==> src/hw/rtl/htfsc_pkg.sv <==
// shared constants, codes and control structs of the frame sum checker
package htfsc_pkg;

    localparam int STORE_DEPTH = 32;
    localparam int STORE_AW    = $clog2(STORE_DEPTH);
    localparam int CNT_W       = $clog2(STORE_DEPTH + 1);
    localparam int SUM_W       = $clog2(STORE_DEPTH * 255 + 1);
    localparam int BYTE_W      = 8;
    localparam int CFG_IDX_W   = 1;

    typedef logic [1:0] t_status;
    localparam t_status ST_OK       = 2'd0;
    localparam t_status ST_BAD      = 2'd1;
    localparam t_status ST_OVERFLOW = 2'd2;

    typedef logic [CFG_IDX_W-1:0] t_cfg_idx;
    localparam t_cfg_idx CFG_HEAD = 1'd0;
    localparam t_cfg_idx CFG_END  = 1'd1;

    localparam logic [BYTE_W-1:0] HEAD_RESET = 8'd170;
    localparam logic [BYTE_W-1:0] END_RESET  = 8'd85;

    // controller to datapath
    typedef struct packed {
        logic    clear;       // drop the open frame
        logic    store;       // write the request byte into the frame store
        logic    emit_start;  // rewind the read index
        logic    idx_inc;     // step the read index
        logic    load_err;    // load an error result
        t_status err_code;
        logic    load_data;   // load the store byte at the read index
    } t_dp_cmd;

    // datapath to controller
    typedef struct packed {
        logic is_head;
        logic is_end;
        logic full;
        logic empty;
        logic one;
        logic match;
        logic idx_last;
        logic out_free;
    } t_dp_sts;

endpackage

==> src/hw/rtl/htfsc_ram.sv <==
// generic single write port ram with registered read
module htfsc_ram #(
    parameter int WIDTH = 8,
    parameter int DEPTH = 32
) (
    input  logic                     i_clk,
    input  logic                     i_we,
    input  logic [$clog2(DEPTH)-1:0] i_waddr,
    input  logic [WIDTH-1:0]         i_wdata,
    input  logic [$clog2(DEPTH)-1:0] i_raddr,
    output logic [WIDTH-1:0]         o_rdata
);

    logic [WIDTH-1:0] r_mem [DEPTH];
    logic [WIDTH-1:0] r_rdata;

    always_ff @(posedge i_clk) begin
        if (i_we) begin
            r_mem[i_waddr] <= i_wdata;
        end
        r_rdata <= r_mem[i_raddr];
    end

    assign o_rdata = r_rdata;

endmodule

==> src/hw/rtl/htfsc_dp.sv <==
// datapath: config bytes, frame count and sum, frame store, output register
module htfsc_dp (
    input  logic                                  i_clk,
    input  logic                                  i_rst_n,
    input  logic                                  i_cfg_we,
    input  htfsc_pkg::t_cfg_idx                   i_cfg_idx,
    input  logic [htfsc_pkg::BYTE_W-1:0]          i_cfg_data,
    input  logic [htfsc_pkg::BYTE_W-1:0]          i_rx_byte,
    input  htfsc_pkg::t_dp_cmd                    i_cmd,
    output htfsc_pkg::t_dp_sts                    o_sts,
    output logic                                  o_out_valid,
    input  logic                                  i_out_ready,
    output logic [htfsc_pkg::BYTE_W-1:0]          o_out_data,
    output htfsc_pkg::t_status                    o_out_status,
    output logic                                  o_out_last
);

    logic [htfsc_pkg::BYTE_W-1:0]   r_head;
    logic [htfsc_pkg::BYTE_W-1:0]   r_end;
    logic [htfsc_pkg::CNT_W-1:0]    r_count;
    logic [htfsc_pkg::SUM_W-1:0]    r_sum;
    logic [htfsc_pkg::BYTE_W-1:0]   r_last_byte;
    logic [htfsc_pkg::STORE_AW-1:0] r_idx;
    logic                           r_out_valid;
    logic [htfsc_pkg::BYTE_W-1:0]   r_out_data;
    htfsc_pkg::t_status             r_out_status;
    logic                           r_out_last;
    logic [htfsc_pkg::BYTE_W-1:0]   w_rdata;

    always_ff @(posedge i_clk) begin
        if (!i_rst_n) begin
            r_head <= htfsc_pkg::HEAD_RESET;
            r_end  <= htfsc_pkg::END_RESET;
        end else if (i_cfg_we) begin
            case (i_cfg_idx)
                htfsc_pkg::CFG_HEAD: r_head <= i_cfg_data;
                htfsc_pkg::CFG_END:  r_end  <= i_cfg_data;
                default: ;
            endcase
        end
    end

    always_ff @(posedge i_clk) begin
        if (!i_rst_n) begin
            r_count <= '0;
            r_sum   <= '0;
        end else if (i_cmd.clear) begin
            r_count <= '0;
            r_sum   <= '0;
        end else if (i_cmd.store) begin
            r_count <= r_count + htfsc_pkg::CNT_W'(1);
            r_sum   <= r_sum + htfsc_pkg::SUM_W'(i_rx_byte);
        end
    end

    // newest stored byte is the checksum candidate
    always_ff @(posedge i_clk) begin
        if (i_cmd.store) begin
            r_last_byte <= i_rx_byte;
        end
    end

    always_ff @(posedge i_clk) begin
        if (!i_rst_n) begin
            r_idx <= '0;
        end else if (i_cmd.emit_start) begin
            r_idx <= '0;
        end else if (i_cmd.idx_inc) begin
            r_idx <= r_idx + htfsc_pkg::STORE_AW'(1);
        end
    end

    htfsc_ram #(
        .WIDTH (htfsc_pkg::BYTE_W),
        .DEPTH (htfsc_pkg::STORE_DEPTH)
    ) u_store (
        .i_clk   (i_clk),
        .i_we    (i_cmd.store),
        .i_waddr (r_count[htfsc_pkg::STORE_AW-1:0]),
        .i_wdata (i_rx_byte),
        .i_raddr (r_idx),
        .o_rdata (w_rdata)
    );

    always_ff @(posedge i_clk) begin
        if (!i_rst_n) begin
            r_out_valid <= 1'b0;
        end else if (i_cmd.load_err || i_cmd.load_data) begin
            r_out_valid <= 1'b1;
        end else if (i_out_ready) begin
            r_out_valid <= 1'b0;
        end
    end

    always_ff @(posedge i_clk) begin
        if (i_cmd.load_err) begin
            r_out_data   <= '0;
            r_out_status <= i_cmd.err_code;
            r_out_last   <= 1'b1;
        end else if (i_cmd.load_data) begin
            r_out_data   <= w_rdata;
            r_out_status <= htfsc_pkg::ST_OK;
            r_out_last   <= o_sts.idx_last;
        end
    end

    always_comb begin
        o_sts.is_head  = (i_rx_byte == r_head);
        o_sts.is_end   = (i_rx_byte == r_end);
        o_sts.full     = (r_count == htfsc_pkg::CNT_W'(htfsc_pkg::STORE_DEPTH));
        o_sts.empty    = (r_count == '0);
        o_sts.one      = (r_count == htfsc_pkg::CNT_W'(1));
        // payload sum equals checksum <=> total sum equals twice the checksum
        o_sts.match    = (r_sum == htfsc_pkg::SUM_W'({r_last_byte, 1'b0}));
        o_sts.idx_last = ((htfsc_pkg::CNT_W'(r_idx) + htfsc_pkg::CNT_W'(2)) == r_count);
        o_sts.out_free = !r_out_valid || i_out_ready;
    end

    assign o_out_valid  = r_out_valid;
    assign o_out_data   = r_out_data;
    assign o_out_status = r_out_status;
    assign o_out_last   = r_out_last;

endmodule

==> src/hw/rtl/htfsc_ctrl.sv <==
// controller: hunt, collect and payload release sequencing
module htfsc_ctrl (
    input  logic               i_clk,
    input  logic               i_rst_n,
    input  logic               i_in_valid,
    output logic               o_in_ready,
    input  htfsc_pkg::t_dp_sts i_sts,
    output htfsc_pkg::t_dp_cmd o_cmd
);

    typedef enum logic [1:0] {
        S_HUNT,
        S_FRAME,
        S_READ,
        S_LOAD
    } t_state;

    t_state r_state;
    t_state n_state;
    logic   w_acc;

    assign o_in_ready = ((r_state == S_HUNT) || (r_state == S_FRAME)) && i_sts.out_free;
    assign w_acc      = i_in_valid && o_in_ready;

    always_comb begin
        n_state        = r_state;
        o_cmd          = '0;
        o_cmd.err_code = htfsc_pkg::ST_BAD;
        case (r_state)
            S_HUNT: begin
                if (w_acc && i_sts.is_head) begin
                    o_cmd.clear = 1'b1;
                    n_state     = S_FRAME;
                end
            end
            S_FRAME: begin
                if (w_acc) begin
                    if (!i_sts.is_end) begin
                        if (i_sts.full) begin
                            o_cmd.clear    = 1'b1;
                            o_cmd.load_err = 1'b1;
                            o_cmd.err_code = htfsc_pkg::ST_OVERFLOW;
                            n_state        = S_HUNT;
                        end else begin
                            o_cmd.store = 1'b1;
                        end
                    end else if (i_sts.empty || !i_sts.match) begin
                        o_cmd.clear    = 1'b1;
                        o_cmd.load_err = 1'b1;
                        n_state        = S_HUNT;
                    end else if (i_sts.one) begin
                        // checksum only, zero sum matched: nothing to release
                        o_cmd.clear = 1'b1;
                        n_state     = S_HUNT;
                    end else begin
                        o_cmd.emit_start = 1'b1;
                        n_state          = S_READ;
                    end
                end
            end
            S_READ: begin
                n_state = S_LOAD;
            end
            S_LOAD: begin
                if (i_sts.out_free) begin
                    o_cmd.load_data = 1'b1;
                    if (i_sts.idx_last) begin
                        o_cmd.clear = 1'b1;
                        n_state     = S_HUNT;
                    end else begin
                        o_cmd.idx_inc = 1'b1;
                        n_state       = S_READ;
                    end
                end
            end
            default: begin
                n_state = S_HUNT;
            end
        endcase
    end

    always_ff @(posedge i_clk) begin
        if (!i_rst_n) begin
            r_state <= S_HUNT;
        end else begin
            r_state <= n_state;
        end
    end

endmodule

==> src/hw/rtl/head_tail_frame_sum_checker_unit.sv <==
// top level of the head/tail byte frame deframer with additive checksum check
//
// channel   dir  handshake              payload
// s (rx)    in   i_s_tvalid/o_s_tready  i_s_tdata[7:0] rx_byte
// m (res)   out  o_m_tvalid/i_m_tready  o_m_tdata[7:0] payload_byte, o_m_tuser[1:0] status,
//                                       o_m_tlast last
// cfg       in   i_cfg_we               i_cfg_idx (0 head_byte, 1 end_byte), i_cfg_data[7:0]
//
// a received byte is handled as it is accepted: hunting, storing, and error results are decided in the
// request cycle and the error result goes straight to the output register
// a good frame releases its payload byte by byte, each byte passing the S_READ and S_LOAD states
// for the registered read port of the frame store; S_LOAD also waits out any output stall
// synchronous active-low reset returns to hunting; the frame store is not cleared
// the rx side stalls while a payload is released or the output register is held by a stall
module head_tail_frame_sum_checker_unit (
    input  logic                         i_clk,
    input  logic                         i_rst_n,
    // rx bytes
    input  logic                         i_s_tvalid,
    output logic                         o_s_tready,
    input  logic [htfsc_pkg::BYTE_W-1:0] i_s_tdata,   // [7:0] rx_byte
    // results
    output logic                         o_m_tvalid,
    input  logic                         i_m_tready,
    output logic [htfsc_pkg::BYTE_W-1:0] o_m_tdata,   // [7:0] payload_byte
    output logic [1:0]                   o_m_tuser,   // [1:0] status
    output logic                         o_m_tlast,
    // register writes
    input  logic                         i_cfg_we,
    input  htfsc_pkg::t_cfg_idx          i_cfg_idx,
    input  logic [htfsc_pkg::BYTE_W-1:0] i_cfg_data
);

    htfsc_pkg::t_dp_cmd w_cmd;
    htfsc_pkg::t_dp_sts w_sts;
    htfsc_pkg::t_status w_status;

    // sequencing of hunt, collect and release
    htfsc_ctrl u_ctrl (
        .i_clk      (i_clk),
        .i_rst_n    (i_rst_n),
        .i_in_valid (i_s_tvalid),
        .o_in_ready (o_s_tready),
        .i_sts      (w_sts),
        .o_cmd      (w_cmd)
    );

    // count, sum, frame store and the output register
    htfsc_dp u_dp (
        .i_clk        (i_clk),
        .i_rst_n      (i_rst_n),
        .i_cfg_we     (i_cfg_we),
        .i_cfg_idx    (i_cfg_idx),
        .i_cfg_data   (i_cfg_data),
        .i_rx_byte    (i_s_tdata),
        .i_cmd        (w_cmd),
        .o_sts        (w_sts),
        .o_out_valid  (o_m_tvalid),
        .i_out_ready  (i_m_tready),
        .o_out_data   (o_m_tdata),
        .o_out_status (w_status),
        .o_out_last   (o_m_tlast)
    );

    assign o_m_tuser = w_status;

    // no status code beyond overflow ever leaves the block
    a_status_range: assert property (@(posedge i_clk) disable iff (!i_rst_n)
        o_m_tvalid |-> (o_m_tuser <= htfsc_pkg::ST_OVERFLOW))
        else $error("status code out of range");

    // error results carry a zero byte and close their request
    a_err_shape: assert property (@(posedge i_clk) disable iff (!i_rst_n)
        (o_m_tvalid && (o_m_tuser != htfsc_pkg::ST_OK)) |-> ((o_m_tdata == '0) && o_m_tlast))
        else $error("malformed error result");

    // a held result blocks new rx requests
    a_stall_blocks_rx: assert property (@(posedge i_clk) disable iff (!i_rst_n)
        (o_m_tvalid && !i_m_tready) |-> !o_s_tready)
        else $error("rx accepted while result stalled");

endmodule

==> config.mk <==
export PLATFORM = sky130hd
export DESIGN_NAME = head_tail_frame_sum_checker_unit
export DESIGN_NICKNAME = d
export VERILOG_FILES = /design/src/hw/rtl/htfsc_pkg.sv /design/src/hw/rtl/htfsc_ram.sv /design/src/hw/rtl/htfsc_dp.sv /design/src/hw/rtl/htfsc_ctrl.sv /design/src/hw/rtl/head_tail_frame_sum_checker_unit.sv
export SDC_FILE = /design/constraint.sdc
export NUM_CORES = 1
export LEC_CHECK = 0
export BUFFER_PORTS_ARGS = -buffer_cell sky130_fd_sc_hd__clkbuf_2
export CORE_ASPECT_RATIO = 2
export CORE_MARGIN = 2
export CORE_UTILIZATION = 60
export CTS_CLUSTER_SIZE = 28
export DETAILED_ROUTE_END_ITERATION = 10
export GPL_TIMING_DRIVEN = 0
export PLACE_DENSITY = 0.77
export SETUP_SLACK_MARGIN = 0.05
export SLEW_MARGIN = 0
export SYNTH_ARGS = -nofsm -noshare
export SYNTH_HDL_FRONTEND = slang
export SYNTH_SLANG_ARGS = --single-unit
export TNS_END_PERCENT = 100
==> constraint.sdc <==
create_clock -name i_clk -period 2.9 [get_ports i_clk]
set_input_delay 0 -clock i_clk [delete_from_list [all_inputs] [get_ports i_clk]]
set_output_delay 0 -clock i_clk [all_outputs]
set_load 0.005 [all_outputs]
==> qor.csv, run 1 <==
stage,metric,value,unit
run_status,outcome,"finished, violations left",
run_status,violations,setup timing,
logic_synthesis,ys.warnings.count,0,
sta,finalSetupViolations,6,
global_routing,antenna_found_initial,0,
critical_path,endpoint,u_dp.u_store.r_mem[21][1],
layout,area_delta_synth_final,12.5,%
critical_path,crit_start,u_dp.r_count[0],
place,dpl.hpwl,19600,µm
power,clkPwrFrac,41.7,%
power,ir_worst_vdd,702,µV
power,power.share.combinational,2.2,%
drt,drtIter0Drc,696,
critical_path,worst_setup_path_end_kind,register,
clock_tree,clock_latency,550,ps
clock_tree,h-tree-depth,1,
critical_path,r2r_end,u_dp.u_store.r_mem[21][1],
global_routing,grt_start_max_net_pins,38,
critical_path,reg2reg_slack,-3,ps
drt,post_drt_wl_per_cell,23.8,µm
drt,drc,0,
global_routing,grt_use_total,26.4,%
floorplanning,core,0.0220,mm²
sta,clock.fmax,344,MHz
floorplanning,die_area,0.0236,mm²
floorplanning,die_width,110,µm
floorplanning,die_y,215,µm
critical_path,start_kind,register,
clock_tree,cts.sinks,326,
place,routabilityCongestion,0.898,
power,swShare,19.4,%
drt,drtPass1Iterations,5,
critical_path,rr_worst_depth,8,
logic_synthesis,ys_async_sr_fraction,0,%
logic_synthesis,synth.distinct_cells,65,
logic_synthesis,seq_area_frac_synth,68.7,%
sta,finalCriticalPeriod,2900,ps
floorplanning,start_util,60.9,%
place,dpl_worst_slack,-181,ps
sta,rsz0062_at_grt,true,
sta,slew_headroom,39.4,%
drt,num_vias,7569,
sta,finClkSkew,23.2,ps
min_path,hold_path_class,input pin to register,
clock_tree,root_buffer,clkbuf_16,
floorplanning,num_rows,77,
global_routing,grt_pass1_vias,8143,
drt,viasPerCell,6.15,
sta,whs,93.3,ps
power,switchingPower,1.75,mW
critical_path,cp.depth,8,
power,power_density,601,mW/mm²
logic_synthesis,synth_fp_nets,890,
logic_synthesis,synth-main-ff-cell,edfxtp_1,
clock_tree,cts_buffers,26,
logic_synthesis,syn-cell-area,0.0134,mm²
sta,maxSlewViolCount,0,
logic_synthesis,synth_cells,853,
logic_synthesis,synth_area_leaders,"edfxtp_1, dfxtp_1, mux4_2",
layout,final_nets,972,
clock_tree,cts_setup_buffers,0,
critical_path,rr_startpoint,u_dp.r_count[0],
floorplanning,ios,35,
critical_path,worstPathMaxFanout,9,
layout,fin_util,68.5,%
global_routing,grt-ovfl-total,0,
critical_path,crit_buf_inv,2,
drt,antenna_left,0,
critical_path,critPathSlowestCell,nor2_1,
flow_run,maxCapViolCount,0,
critical_path,critPathTopFamily,simple AND/OR/NAND/NOR gates,
critical_path,cpPeakStageDelay,760,ps
drt,routed_wl,29300,µm
critical_path,cp.arrival,3080,ps
critical_path,cp.required,3070,ps
sta,fin_ws,-3.14,ps
sta,hold_viol_final,0,
clock_tree,cts_tree,built,
power,intPower,7.29,mW
sta,tightest_slew,909,ps
sta,finalCritPeriodShare,100,%
clock_tree,clk_pin_slew,70,ps
logic_synthesis,synth_area_per_cell,15.7,µm²
clock_tree,cts.path.max_buffers,3,
place,portBuffers,34,
power,power.static_leakage,4.77,nW
logic_synthesis,synth_top_area_cell,edfxtp_1,
logic_synthesis,synth_top_area_share,59.7,%
critical_path,crit_type,register to register,
critical_path,path_cells,inv_1 > ha_1 > or4b_1 > or2_4 > o211ai_4 > inv_4 > nand2_1 > nor2_1,
logic_synthesis,synth-seq-cells,326,
logic_synthesis,synth_edf_count,266,
global_routing,grt_pass1_wl,45500,µm
layout,final_layout_size_suffix_gt1_share,20.2,%
layout,diodes,0,
power,p_seq_share,56.1,%
## metrics by stage
step           TNS [ps]  power [mW]  cell area [µm²]  instances
4_1_cts               0        9.09            15000       1231
5_1_grt          -10740        9.27            15100       1231
2_1_floorplan         0        5.25            13400        853
6_report          -11.0        9.04            15100       1231
3_5_place_dp       -181        5.35            13900       1163
3_3_place_gp          0        5.34            13900       1163
## sequential cells by signal, indices dropped and copies added (netlist names), 5 cells and up
name and flops:
u_dp.u_store.o_rdata 8, u_dp.r_idx 5, u_dp.o_out_data 8, u_dp.r_count 6
u_dp.r_last_byte 8, u_dp.r_sum 13, u_dp.r_end 8, u_dp.u_store.r_mem 256
u_dp.r_head 8
## synth_stat cells (7+ instances only)
master / instances
a21boi_0: 9
a21oi_1: 32
buf_2: 11
buf_4: 7
clkbuf_1: 16
dfxtp_1: 60
edfxtp_1: 266
ha_1: 14
inv_1: 12
mux2i_1: 43
mux4_2: 52
nand2_1: 76
nand3_1: 17
nand4_1: 8
nor2_1: 59
o21ai_0: 23
o22ai_1: 9
o31a_1: 8
xnor2_1: 33
xor2_1: 9
## layer usage
| metal | global-route usage, % | up-vias | share of wire, % |
|---|---|---|---|
| met5 | 0 | - | 0 |
| met4 | 13.0 | 0 | 5.3 |
| met3 | 3.00 | 83 | 4.3 |
| met2 | 48.6 | 273 | 56 |
| met1 | 29.4 | 3780 | 34 |
| li1 | - | 3433 | - |
## final cells by class
class	count	area, µm²
Buffer	40	221
Clock buffer	29	683
Clock inverter	19	233
Fill cell	1520	6910
Inverter	13	51.3
Multi-Input combinational cell	474	3960
Sequential cell	326	9190
Tap cell	276	345
Timing Repair Buffer	54	370
## power groups by stage
stage          Sequential, mW  Combinational (mW)  Clock [mW]
2_1_floorplan            5.17              0.0740           0
3_3_place_gp             5.18               0.170           0
3_5_place_dp             5.18               0.178           0
4_1_cts                  5.07               0.199        3.82
5_1_grt                  5.07               0.221        3.98
6_report                 5.07               0.203        3.77
## how the worst min path moves through the flow
stage	from	end	cells past startpoint
3_5_place_dp	i_cfg_data[2]	u_dp.r_end[2]	3
6_report	i_cfg_we	u_dp.r_head[2]	5
5_1_grt	i_cfg_we	u_dp.r_head[1]	5
3_3_place_gp	i_cfg_data[2]	u_dp.r_end[2]	3
2_1_floorplan	i_s_tdata[0]	u_dp.r_last_byte[0]	0
4_1_cts	i_cfg_we	u_dp.r_head[4]	5
## kinds of logic (layout without fill, tap and decap cells)
family / count (synthesis) / in the layout / share of synthesized area (%)
adder cells (fa/ha/maj): 15 / 15 / 1.46
XOR/XNOR: 42 / 42 / 2.75
flip-flops: 326 / 326 / 68.7
AND/OR/NAND/NOR: 207 / 207 / 7.28
AO/OA/AOI/OAI: 114 / 114 / 5.75
buffers and inverters: 53 / 155 / 2.03
multiplexers: 96 / 96 / 12.1
## worst register-to-register path, cell delays in order (launching register included)
cell and delay (ps):
dfxtp_1 480, inv_1 130, ha_1 230, or4b_1 200
or2_4 170, o211ai_4 130, inv_4 140, nand2_1 300
nor2_1 760
## cells in the final DEF (no fill, tap or decap), types with 7 or more instances in the layout
cell type,Yosys,routed
a21boi_0,9,9
a21oi_1,32,32
buf_2,11,11
buf_4,7,7
clkbuf_1,16,18
clkbuf_16,0,27
clkbuf_2,0,35
dfxtp_1,60,60
dlygate4sd3_1,0,20
edfxtp_1,266,266
ha_1,14,14
inv_1,12,12
mux2i_1,43,43
mux4_2,52,52
nand2_1,76,76
nand3_1,17,17
nand4_1,8,8
nor2_1,59,43
nor2_2,2,18
o21ai_0,23,23
o22ai_1,9,9
o31a_1,8,8
xnor2_1,33,33
xor2_1,9,9
## what timing repair did
item	CTS	global route
setup endpoints to repair	16	231
endpoints found under the hold margin	19	0
gates resized for setup	0	18
hold buffers	20	0
Note: power is estimated with default switching activity, not from simulation.
==> run 2, diff against run 1 <==
--- a/config.mk
+++ b/config.mk
@@ -5,6 +5,7 @@
 export SDC_FILE = /design/constraint.sdc
 export NUM_CORES = 1
 export LEC_CHECK = 0
+export ABC_AREA = 0
 export BUFFER_PORTS_ARGS = -buffer_cell sky130_fd_sc_hd__clkbuf_2
 export CORE_ASPECT_RATIO = 2
 export CORE_MARGIN = 2
==> constraint.sdc (replaced) <==
create_clock -name i_clk -period 3.6 [get_ports i_clk]
set_input_delay 0 -clock i_clk [delete_from_list [all_inputs] [get_ports i_clk]]
set_output_delay 0 -clock i_clk [all_outputs]
set_load 0.005 [all_outputs]
==> qor.csv, run 2 (synthesis gave the netlist of run 1 again) <==
stage,metric,value,unit
sta,whs,80.6,ps
layout,largest_register_ffs,256,
critical_path,cp.required,3770,ps
clock_tree,cts.path.max_buffers,3,
critical_path,start_kind,register,
layout,regMostFlops,u_dp.u_store.r_mem,
critical_path,critPathSlowestCell,nor2_1,
sta,rsz0062_at_grt,false,
power,clkPwrFrac,41.7,%
place,dpl_worst_slack,519,ps
place,dpl.hpwl,19600,µm
clock_tree,clock_latency,550,ps
min_path,hold_path_class,input pin to register,
power,finalPower,7.29,mW
critical_path,path_cells,inv_1 > ha_1 > or4b_1 > or2_4 > o211ai_4 > inv_4 > nand2_1 > nor2_1,
global_routing,grt_pass1_wl,45500,µm
power,power.static_leakage,4.77,nW
sta,hold_viol_final,0,
layout,largestRegisters,"u_dp.u_store.r_mem x256, u_dp.r_sum x13",
power,power.share.combinational,2.2,%
clock_tree,root_buffer,clkbuf_16,
floorplanning,core,0.0220,mm²
layout,final_common_cell,edfxtp_1,
sta,setup_tns,0,ps
run_status,outcome,"complete, no violations",
layout,fin_area,0.0150,mm²
place,routabilityCongestion,0.898,
clock_tree,cts.sinks,326,
critical_path,crit_type,register to register,
power,power_density,486,mW/mm²
layout,final_layout_size_suffix_gt1_share,18.4,%
floorplanning,die_y,215,µm
sta,finClkSkew,21.6,ps
global_routing,grt_start_max_net_pins,38,
critical_path,worst_setup_path_end_kind,register,
sta,finalCritPeriodShare,80.1,%
floorplanning,ios,35,
drt,routed_wl,29200,µm
sta,slew_headroom,38.4,%
drt,drc,0,
critical_path,cp.arrival,3060,ps
power,intPower,5.87,mW
drt,drtPass1Iterations,5,
drt,num_vias,7595,
floorplanning,die_area,0.0236,mm²
clock_tree,cts_buffers,26,
clock_tree,clk_pin_slew,70,ps
power,p_seq_share,56.1,%
layout,layout_common_cells,"edfxtp_1, nand2_1, dfxtp_1, nor2_1, mux4_2",
drt,drtIter0Drc,713,
floorplanning,die_width,110,µm
sta,fin_ws,716,ps
global_routing,grt_use_total,26.4,%
power,switchingPower,1.42,mW
clock_tree,cts_tree,built,
global_routing,grt-ovfl-total,0,
place,placed_area,0.0139,mm²
global_routing,antenna_found_initial,0,
layout,diodes,0,
sta,finalSetupViolations,0,
sta,finalCriticalPeriod,2880,ps
layout,area_delta_synth_final,12.2,%
floorplanning,start_util,60.9,%
drt,antenna_left,0,
sta,maxSlewViolCount,0,
critical_path,cpPeakStageDelay,750,ps
floorplanning,num_rows,77,
clock_tree,cts.repair.resized,0,
power,ir_worst_vdd,563,µV
flow_run,maxCapViolCount,0,
critical_path,worstPathMaxFanout,9,
power,swShare,19.5,%
layout,final_nets,972,
drt,viasPerCell,6.17,
drt,post_drt_wl_per_cell,23.7,µm
sta,tightest_slew,924,ps
clock_tree,h-tree-depth,1,
global_routing,grt_pass1_vias,8143,
sta,clock.fmax,347,MHz
place,portBuffers,34,
run 2: metal layers:
layer  vias to the layer above  share of wire [%]  GRT usage (%)
li1                       3435                  -              -
met1                      3804                 33           29.4
met2                       278                 56           48.6
met3                        78                4.7           3.00
met4                         0                5.3           13.0
met5                         -                  0              0
run 2: final timing paths:
check	to	from	slack [ps]	cells past startpoint
hold / removal	u_dp.r_head[1]	i_cfg_we	80	5
setup / recovery	u_dp.u_store.r_mem[21][1]	u_dp.r_count[0]	720	8
hold reg to reg	u_dp.o_out_data[2]	u_dp.u_store.o_rdata[2]	440	2
setup reg to reg	u_dp.u_store.r_mem[21][1]	u_dp.r_count[0]	720	8
run 2: through the flow:
stage / utilization [%] / instances
after CTS: 68.3 / 1231
final: 68.3 / 1231
after global placement: 63.3 / 1163
after global routing: 68.3 / 1231
after floorplan: - / 853
after detailed placement: 63.3 / 1163
run 2: critical path: cells and delay by family, from the launching register on:
kind / cells / cell delay [ps]
AND/OR/NAND/NOR: 4 / 1410
AO/OA/AOI/OAI: 1 / 130
flip-flops: 1 / 480
buffers and inverters: 2 / 270
adder cells (fa/ha/maj): 1 / 230
run 2: power groups by stage:
stage	registers (mW)	clock network [mW]	logic (mW)
after floorplan	4.17	0	0.0596
after global placement	4.17	0	0.137
after detailed placement	4.17	0	0.143
after CTS	4.08	3.07	0.160
after global routing	4.08	3.21	0.178
final	4.09	3.04	0.163
run 2: cell type report:
| class | instances | area, µm² |
|---|---|---|
| clock buffer | 29 | 683 |
| tap | 276 | 345 |
| timing repair buffer | 54 | 370 |
| clock inverter | 19 | 233 |
| fill | 1527 | 6960 |
| inverter | 13 | 51.3 |
| buffer | 40 | 220 |
| multi-input combinational | 474 | 3920 |
| sequential | 326 | 9190 |
run 2: what timing repair did:
action                    CTS  global route
buffers inserted            0             0
hold buffers               20             0
hold endpoints to repair   19             0
==> run 3, diff against run 2 <==
==> constraint.sdc (replaced) <==
create_clock -name i_clk -period 2.72 [get_ports i_clk]
set_input_delay 0 -clock i_clk [delete_from_list [all_inputs] [get_ports i_clk]]
set_output_delay 0 -clock i_clk [all_outputs]
set_load 0.005 [all_outputs]
==> qor.csv, run 3 (synthesis gave the netlist of run 1 again) <==
stage,metric,value,unit
run_status,outcome,"complete, no violations",
sta,finalSetupViolations,0,
critical_path,crit_buf_inv,2,
critical_path,rr_worst_depth,6,
floorplanning,ios,35,
clock_tree,clock_latency,550,ps
critical_path,cp.arrival,3010,ps
layout,largest_register_ffs,256,
sta,finalCritPeriodShare,94.9,%
critical_path,reg2reg_slack,140,ps
drt,drtPass1Iterations,5,
global_routing,use_met2,49.1,%
drt,viasPerCell,6.17,
clock_tree,h-tree-depth,1,
floorplanning,die_area,0.0236,mm²
sta,tightest_slew,917,ps
clock_tree,cts.path.max_buffers,3,
sta,slew_headroom,38.9,%
clock_tree,root_buffer,clkbuf_16,
sta,clock.fmax,388,MHz
layout,largestRegisters,"u_dp.u_store.r_mem x256, u_dp.r_sum x13",
clock_tree,cts_tree,built,
min_path,worstHoldStart,i_cfg_we,
min_path,worstHoldEndpoint,u_dp.r_head[1],
place,placed_area,0.0139,mm²
layout,final_layout_size_suffix_gt1_share,22.7,%
min_path,hold_depth,5,
global_routing,grt_pass1_wl,45500,µm
layout,area_delta_synth_final,14.0,%
layout,diodes,0,
floorplanning,num_rows,77,
critical_path,start_kind,register,
floorplanning,die_y,215,µm
critical_path,path_cells,buf_2 > buf_1 > mux4_2 > mux2i_1 > o21ai_0 > o31a_1,
critical_path,critPathSlowestCell,buf_1,
global_routing,grt_start_max_net_pins,38,
drt,post_drt_wl_per_cell,24.0,µm
layout,regMostFlops,u_dp.u_store.r_mem,
drt,drtIter0Drc,626,
global_routing,grt-ovfl-total,0,
critical_path,worst_setup_path_end_kind,register,
global_routing,antenna_found_initial,0,
layout,final-seq-area,0.00919,mm²
critical_path,rr_startpoint,u_dp.r_idx[1],
layout,final_nets,973,
floorplanning,core,0.0220,mm²
sta,hold_viol_final,0,
drt,num_vias,7605,
global_routing,use_met3,3.00,%
clock_tree,clk_pin_slew,80,ps
place,routabilityCongestion,0.898,
place,dpl.hpwl,19600,µm
layout,layout_common_cells,"edfxtp_1, nand2_1, dfxtp_1, mux4_2, mux2i_1",
power,power_density,633,mW/mm²
global_routing,met1_usage,29.3,%
layout,num-fill-cells,1473,
clock_tree,cts_buffers,26,
sta,rsz0062_at_grt,false,
critical_path,cp.required,3150,ps
layout,final_common_cell,edfxtp_1,
sta,whs,78.3,ps
power,ir_worst_vdd,739,µV
global_routing,grt_use_total,26.5,%
min_path,hold_path_class,input pin to register,
critical_path,crit_type,register to register,
power,power.static_leakage,4.82,nW
global_routing,grt_pass1_vias,8140,
critical_path,critPathTopFamily,buffers and inverters,
sta,finalCriticalPeriod,2580,ps
global_routing,grt_most_used_layer,met2,
sta,finClkSkew,20.8,ps
place,portBuffers,34,
layout,fin_area,0.0153,mm²
critical_path,worstPathMaxFanout,10,
layout,multiInputGateArea,0.00415,mm²
drt,antenna_left,0,
clock_tree,cts.sinks,326,
drt,drc,0,
floorplanning,die_width,110,µm
drt,routed_wl,29600,µm
critical_path,cpPeakStageDelay,610,ps
flow_run,maxCapViolCount,0,
floorplanning,start_util,60.9,%
critical_path,r2r_end,u_dp.u_store.o_rdata[3],
sta,setup_tns,0,ps
sta,maxSlewViolCount,0,
[run 3: power by group]
group          internal, mW  total [mW]  switching [mW]
Clock                  2.30        4.03            1.73
Sequential             5.40        5.41          0.0101
Combinational        0.0724       0.217           0.145
Total                  7.77        9.65            1.88
[run 3: metrics by stage]
stage	power [mW]	instances	utilization [%]	worst slack (ps)
4_1_cts	9.69	1231	68.5	-138
3_5_place_dp	5.71	1163	63.3	-361
6_report	9.65	1232	69.5	140
3_3_place_gp	5.70	1163	63.3	-138
2_1_floorplan	5.59	853	-	470
5_1_grt	9.89	1232	69.5	45.6
[run 3: worst max path at each step]
stage,start,slack (ps),to,depth (start not counted)
2_1_floorplan,u_dp.r_sum[0],470,u_dp.r_sum[10],9
3_3_place_gp,i_s_tdata[1],-140,u_dp.r_sum[10],9
3_5_place_dp,i_s_tdata[1],-360,u_dp.r_sum[10],9
4_1_cts,u_dp.r_count[0],-140,u_dp.u_store.r_mem[21][3],8
5_1_grt,u_dp.r_idx[1],50,u_dp.u_store.o_rdata[6],6
6_report,u_dp.r_idx[1],140,u_dp.u_store.o_rdata[3],6
[run 3: final cells by class]
class	count	area share (%)
clock buffer	29	4.48
buffer	40	1.46
inverter	13	0.377
multi-input combinational	474	27.2
clock inverter	19	1.53
sequential	326	60.2
tap	276	2.26
timing repair buffer	55	2.48
[run 3: routing by layer]
layer  vias to the layer above  wire (µm)
met5                         -          0
met4                         0       1460
met2                       275      16800
met1                      3813       9820
li1                       3439          -
met3                        78       1540
[run 3: tightest hold or removal path: cells and delay by family]
family | cells | cell delay, ps
simple gates | 3 | 250
buf+inv | 2 | 320
[run 3: what timing repair did]
action	in CTS	in global routing
setup buffers	0	1
gates resized for setup	14	57
pin swaps	0	1
endpoints found under the setup margin	263	253
endpoints found under the hold margin	19	0
hold buffers	20	0
